### config.mk
export PLATFORM = sky130hd
export DESIGN_NAME = nnis_ctrl
export DESIGN_NICKNAME = d
export VERILOG_FILES = /design/src/hdl/nnis_pkg.sv /design/src/hdl/nnis_ctrl.sv
export SDC_FILE = /design/constraint.sdc
export NUM_CORES = 1
export LEC_CHECK = 0
export BUFFER_PORTS_ARGS = -buffer_cell sky130_fd_sc_hd__buf_2
export CAP_MARGIN = 20
export CORE_AREA = 2 2 39 41
export DETAILED_ROUTE_END_ITERATION = 7
export DIE_AREA = 0 0 41 43
export GPL_ROUTABILITY_DRIVEN = 0
export PLACE_DENSITY = 0.67
export SLEW_MARGIN = 20
export SYNTH_ARGS = -nofsm -noshare
export SYNTH_HDL_FRONTEND = slang
export SYNTH_SLANG_ARGS = --single-unit
### constraint.sdc
create_clock -name clk -period 3.7 [get_ports clk]
set_clock_uncertainty 0.2 [all_clocks]
set_input_delay 0.74 -clock clk [delete_from_list [all_inputs] [get_ports clk]]
set_output_delay 0.74 -clock clk [all_outputs]
set_load 0.01 [all_outputs]
### src/hdl/nnis_pkg.sv
// shared constants, codes and controller/datapath interface types for the image scaler
package nnis_pkg;

  localparam int MAX_SRC_WIDTH  = 256;
  localparam int MAX_SRC_HEIGHT = 256;
  localparam int PIXEL_BITS     = 64;

  localparam int STORE_DEPTH = MAX_SRC_WIDTH * MAX_SRC_HEIGHT;
  localparam int ADDR_W      = $clog2(STORE_DEPTH);
  localparam int CNT_W       = 17;
  localparam int DIM_W       = 9;
  localparam int SCALE_W     = 13;
  localparam int COORD_W     = 12;
  localparam int ODIM_W      = 13;
  localparam int QUOT_W      = COORD_W + 8;
  localparam int DIV_STEPS   = QUOT_W;
  localparam int STEP_W      = $clog2(DIV_STEPS);
  localparam int OUT_DIM_LIMIT = 4096;

  localparam int CFG_IDX_W = 2;
  localparam logic [CFG_IDX_W-1:0] CFG_SRC_WIDTH   = 2'd0;
  localparam logic [CFG_IDX_W-1:0] CFG_SRC_HEIGHT  = 2'd1;
  localparam logic [CFG_IDX_W-1:0] CFG_SCALE       = 2'd2;

  localparam logic REQ_LOAD  = 1'b0;
  localparam logic REQ_FETCH = 1'b1;

  typedef struct packed {
    logic load;
    logic set_done;
    logic null_res;
    logic div_start;
    logic div_step;
    logic mul_en;
    logic addr_en;
    logic rd_en;
    logic res_en;
  } nnis_cmd_t;

  typedef struct packed {
    logic loaded;
    logic emit_done;
    logic pos_ok;
    logic out_free;
  } nnis_sts_t;

endpackage

### src/hdl/nnis_ctrl.sv
// scaler controller: sequences loads, fetches, the divider steps and the result transfer
module nnis_ctrl (
  input  logic                clk,
  input  logic                rst_n,
  input  logic                in_valid,
  input  logic                in_req_type,
  output logic                in_stall,
  input  nnis_pkg::nnis_sts_t sts,
  output nnis_pkg::nnis_cmd_t cmd
);

  localparam logic [2:0] ST_IDLE = 3'd0;
  localparam logic [2:0] ST_DIV  = 3'd1;
  localparam logic [2:0] ST_MUL  = 3'd2;
  localparam logic [2:0] ST_ADDR = 3'd3;
  localparam logic [2:0] ST_READ = 3'd4;
  localparam logic [2:0] ST_RES  = 3'd5;
  localparam logic [2:0] ST_NULL = 3'd6;

  logic [2:0]                  state_r, state_nxt;
  logic [nnis_pkg::STEP_W-1:0] step_r, step_nxt;
  logic                        accept;

  assign in_stall = (state_r != ST_IDLE);
  assign accept   = in_valid && !in_stall;

  always_comb begin
    state_nxt = state_r;
    step_nxt  = step_r;
    cmd       = '0;
    case (state_r)
      ST_IDLE: begin
        if (accept) begin
          if (in_req_type == nnis_pkg::REQ_LOAD) begin
            cmd.load = 1'b1;
          end else if (!sts.loaded || sts.emit_done) begin
            state_nxt = ST_NULL;
          end else if (!sts.pos_ok) begin
            // position off the output: frame counts as finished
            cmd.set_done = 1'b1;
            state_nxt    = ST_NULL;
          end else begin
            cmd.div_start = 1'b1;
            step_nxt      = '0;
            state_nxt     = ST_DIV;
          end
        end
      end
      ST_DIV: begin
        cmd.div_step = 1'b1;
        step_nxt     = step_r + nnis_pkg::STEP_W'(1);
        if (step_r == nnis_pkg::STEP_W'(nnis_pkg::DIV_STEPS - 1)) begin
          state_nxt = ST_MUL;
        end
      end
      ST_MUL: begin
        cmd.mul_en = 1'b1;
        state_nxt  = ST_ADDR;
      end
      ST_ADDR: begin
        cmd.addr_en = 1'b1;
        state_nxt   = ST_READ;
      end
      ST_READ: begin
        cmd.rd_en = 1'b1;
        state_nxt = ST_RES;
      end
      ST_RES: begin
        if (sts.out_free) begin
          cmd.res_en = 1'b1;
          state_nxt  = ST_IDLE;
        end
      end
      ST_NULL: begin
        if (sts.out_free) begin
          cmd.null_res = 1'b1;
          state_nxt    = ST_IDLE;
        end
      end
      default: begin
        state_nxt = ST_IDLE;
      end
    endcase
  end

  always_ff @(posedge clk) begin
    if (!rst_n) begin
      state_r <= ST_IDLE;
      step_r  <= '0;
    end else begin
      state_r <= state_nxt;
      step_r  <= step_nxt;
    end
  end

endmodule

==> run_summary.xml <==
<?xml version="1.0" encoding="UTF-8"?>
<metrics>
  <group name="sta">
    <metric name="worst_pin_slew" unit="ns">0.5571</metric>
    <metric name="final.setup.tns" unit="ns">0</metric>
    <metric name="period_share" unit="">0.6646</metric>
    <metric name="final.min_clock_period" unit="ns">2.459</metric>
    <metric name="setup_failing_eps_final" unit="">0</metric>
    <metric name="achievable_freq" unit="MHz">406.7</metric>
    <metric name="grt_setup_unrepaired" unit="">no</metric>
    <metric name="timing.slew.headroom" unit="">0.6245</metric>
    <metric name="final_hold_viol_count" unit="">0</metric>
    <metric name="number_of_pins_exceeding_their_max_slew_limit_in_the_final_report" unit="">0</metric>
  </group>
  <group name="clock_network">
    <metric name="clock_latency" unit="ns">0.25</metric>
    <metric name="clock_tree.htree_level_count" unit="">1</metric>
    <metric name="cts-buffers-inserted" unit="">3</metric>
    <metric name="number_of_hold_repair_buffers_added_at_the_cts_stage" unit="">0</metric>
    <metric name="post_cts_resize_count" unit="">0</metric>
    <metric name="post_cts.repair.setup_buffers" unit="">0</metric>
    <metric name="clk_pin_slew" unit="ns">0.05</metric>
    <metric name="clockRootBuffer" unit="">clkbuf_4</metric>
    <metric name="max-clock-path-buffers" unit="">2</metric>
    <metric name="cts.sinks" unit="">8</metric>
    <metric name="tritoncts" unit="">yes</metric>
  </group>
  <group name="routing">
    <metric name="drc" unit="">0</metric>
    <metric name="detail-route-antenna-nets" unit="">0</metric>
    <metric name="route.detailed.wl_per_inst" unit="µm">11.98</metric>
    <metric name="count_of_routing_violations_after_the_opening_detailed_route_iteration" unit="">10</metric>
    <metric name="detailroute.via_count" unit="">586</metric>
    <metric name="vias_per_cell" unit="">5.635</metric>
    <metric name="met2WireLength" unit="µm">537</metric>
    <metric name="total_routed_wirelength" unit="µm">1246</metric>
    <metric name="maxUsedRoutingLayer" unit="">met4</metric>
    <metric name="drt_pre_antenna_iters" unit="">2</metric>
    <metric name="wl_met1" unit="µm">608</metric>
    <metric name="met3_routed_wl" unit="µm">60</metric>
  </group>
  <group name="global_route">
    <metric name="grt_antenna_before_repair" unit="">0</metric>
    <metric name="first_pass_grt_wire_length" unit="µm">2070</metric>
    <metric name="grt_pass1_vias" unit="">470</metric>
    <metric name="gr-usage-all-layers" unit="">0.1734</metric>
    <metric name="grt.overflow.total" unit="">0</metric>
    <metric name="grt_max_degree" unit="">16</metric>
  </group>
  <group name="setup_path">
    <metric name="setup.worst_path.end_class" unit="">output port</metric>
    <metric name="path_max_fanout" unit="">15</metric>
    <metric name="setup.worst_path.start_class" unit="">register</metric>
    <metric name="worstPathRequired" unit="ns">2.76</metric>
    <metric name="worst_path_max_stage_delay" unit="ns">0.60</metric>
    <metric name="crit_path_top_delay_cell" unit="">dfxtp_1</metric>
    <metric name="criticalPathCategory" unit="">register to output port</metric>
    <metric name="timing.critical_path.arrival" unit="ns">1.52</metric>
    <metric name="cell_family_with_most_cp_delay" unit="">flip-flops</metric>
    <metric name="crit_buf_inv" unit="">2</metric>
    <metric name="crit_path_cell_trace" unit="">or3b_4, inv_2, buf_2</metric>
  </group>
  <group name="final_layout">
    <metric name="finalCoreUtilization" unit="">0.4901</metric>
    <metric name="drive_above_1_share" unit="">0.3182</metric>
    <metric name="stdcell_area" unit="µm²">678.2</metric>
    <metric name="diodes" unit="">0</metric>
    <metric name="fin_nets" unit="">99</metric>
    <metric name="areaGrowthSynthToFinish" unit="%">18.08</metric>
    <metric name="mostFrequentLayoutCell" unit="">buf_2</metric>
    <metric name="layout.cells.most_common_list" unit="">buf_2 (17), nand2_1 (8), dfxtp_1 (8)</metric>
  </group>
  <group name="floorplan">
    <metric name="initial_utilization" unit="">0.4150</metric>
    <metric name="placement_rows" unit="">14</metric>
    <metric name="ios" unit="">18</metric>
    <metric name="core_area" unit="µm²">1384</metric>
    <metric name="die-area" unit="µm²">1763</metric>
    <metric name="die-height" unit="µm">43</metric>
    <metric name="floorplan.die.width" unit="µm">41</metric>
  </group>
  <group name="synth">
    <metric name="synth_area" unit="µm²">574.3</metric>
    <metric name="yosys_most_used_dff" unit="">dfxtp_1</metric>
    <metric name="yosysWarningCount" unit="">0</metric>
    <metric name="yosys.cell_types.count" unit="">35</metric>
    <metric name="asyncSetResetFlopFracSynth" unit="">0</metric>
    <metric name="ys_seq_elements" unit="">8</metric>
    <metric name="synth_nets" unit="">81</metric>
    <metric name="count_of_flip_flops_with_a_built_in_enable_after_synthesis" unit="">0</metric>
    <metric name="post_synth_inst_count" unit="">72</metric>
    <metric name="mapped_avg_cell_area" unit="µm²">7.976</metric>
    <metric name="synth_sequential_area_ratio" unit="">0.2789</metric>
  </group>
  <group name="worst_hold_path">
    <metric name="min_path_type" unit="">register to register</metric>
  </group>
  <group name="power">
    <metric name="total_power" unit="mW">0.4129</metric>
    <metric name="power.ir.vdd_worst" unit="mV">0.3560</metric>
    <metric name="p_per_area" unit="nW/µm²">608.9</metric>
    <metric name="total_leakage_power" unit="nW">0.2901</metric>
  </group>
  <group name="placement">
    <metric name="post-dp-hpwl" unit="µm">909.4</metric>
    <metric name="io_buffers" unit="">17</metric>
    <metric name="placed_area" unit="µm²">655.6</metric>
  </group>
  <group name="job">
    <metric name="cap_viol_max_count" unit="">0</metric>
  </group>
  <group name="outcome">
    <metric name="outcome" unit="">finished clean</metric>
  </group>
</metrics>
-- registers in the layout, indices dropped and copies added (netlist names) --
signal	cells
step_r	5
state_r	3
-- cells by family (layout without fill, tap and decap cells) --
| kind of cell | count (synthesis) | after routing | synth area share |
|---|---|---|---|
| AND/OR/NAND/NOR | 34 | 34 | 0.3442 |
| AO/OA/AOI/OAI | 19 | 19 | 0.2527 |
| buffers and inverters | 8 | 24 | 0.06751 |
| multiplexers | 2 | 2 | 0.03486 |
| adder cells (fa/ha/maj) | 1 | 1 | 0.02178 |
| flip-flops | 8 | 8 | 0.2789 |
-- worst reg2reg max path, cell delays in order, from the launching register on --
cell and delay, ns:
dfxtp_1 0.60, or3b_4 0.46, o41ai_2 0.12, o22ai_1 0.16
-- worst paths after layout --
path | slack (ns) | from | cells after the start | to
hold / removal | 0.27 | step_r[1] | 2 | step_r[1]
hold reg to reg | 0.27 | step_r[1] | 2 | step_r[1]
setup / recovery | 1.24 | state_r[0] | 3 | cmd[4]
setup reg to reg | 2.03 | state_r[0] | 3 | step_r[3]
-- cells in the mapped netlist, types with 2 or more instances --
library cell  number  area, µm²
a21oi_1            4      20.02
buf_4              2      15.01
dfxtp_1            8      160.2
inv_1              3      11.26
mux2i_1            2      20.02
nand2_1            8      30.03
nand3_1            5      25.02
nand3b_1           2      15.01
nor2_1             2      7.510
nor3_1             6      30.03
nor3b_1            2      15.01
nor4b_1            2      17.52
o21ai_1            2      10.01
o22ai_1            3      18.77
-- stage by stage --
stage / hold WS, ns / std cells / setup WS, ns
after floorplan: 0.2456 / 72 / 1.498
after global placement: 0.2583 / 101 / 1.348
after detailed placement: 0.2640 / 101 / 1.330
after CTS: 0.2731 / 104 / 1.238
after global routing: 0.2989 / 104 / 1.101
final: 0.2689 / 104 / 1.241
-- routing by layer --
| layer | global-route usage | up-vias |
|---|---|---|
| met1 | 0.2606 | 261 |
| li1 | - | 307 |
| met2 | 0.2125 | 14 |
| met4 | 0.1400 | 0 |
| met3 | 0.01571 | 4 |
| met5 | 0 | - |
-- area by class of cell --
type | count | area [µm²]
Fill cell | 144 | 705.7
Multi-Input combinational cell | 56 | 375.4
Sequential cell | 8 | 160.2
Timing Repair Buffer | 17 | 85.08
Clock buffer | 3 | 22.52
Tap cell | 16 | 20.02
Inverter | 4 | 15.01
-- power breakdown --
group | internal (mW) | switching, mW
Sequential | 0.104 | 0.0556
Combinational | 0.0871 | 0.0975
Clock | 0.0372 | 0.0310
Total | 0.229 | 0.184
Power figures use the tool's default switching activity.
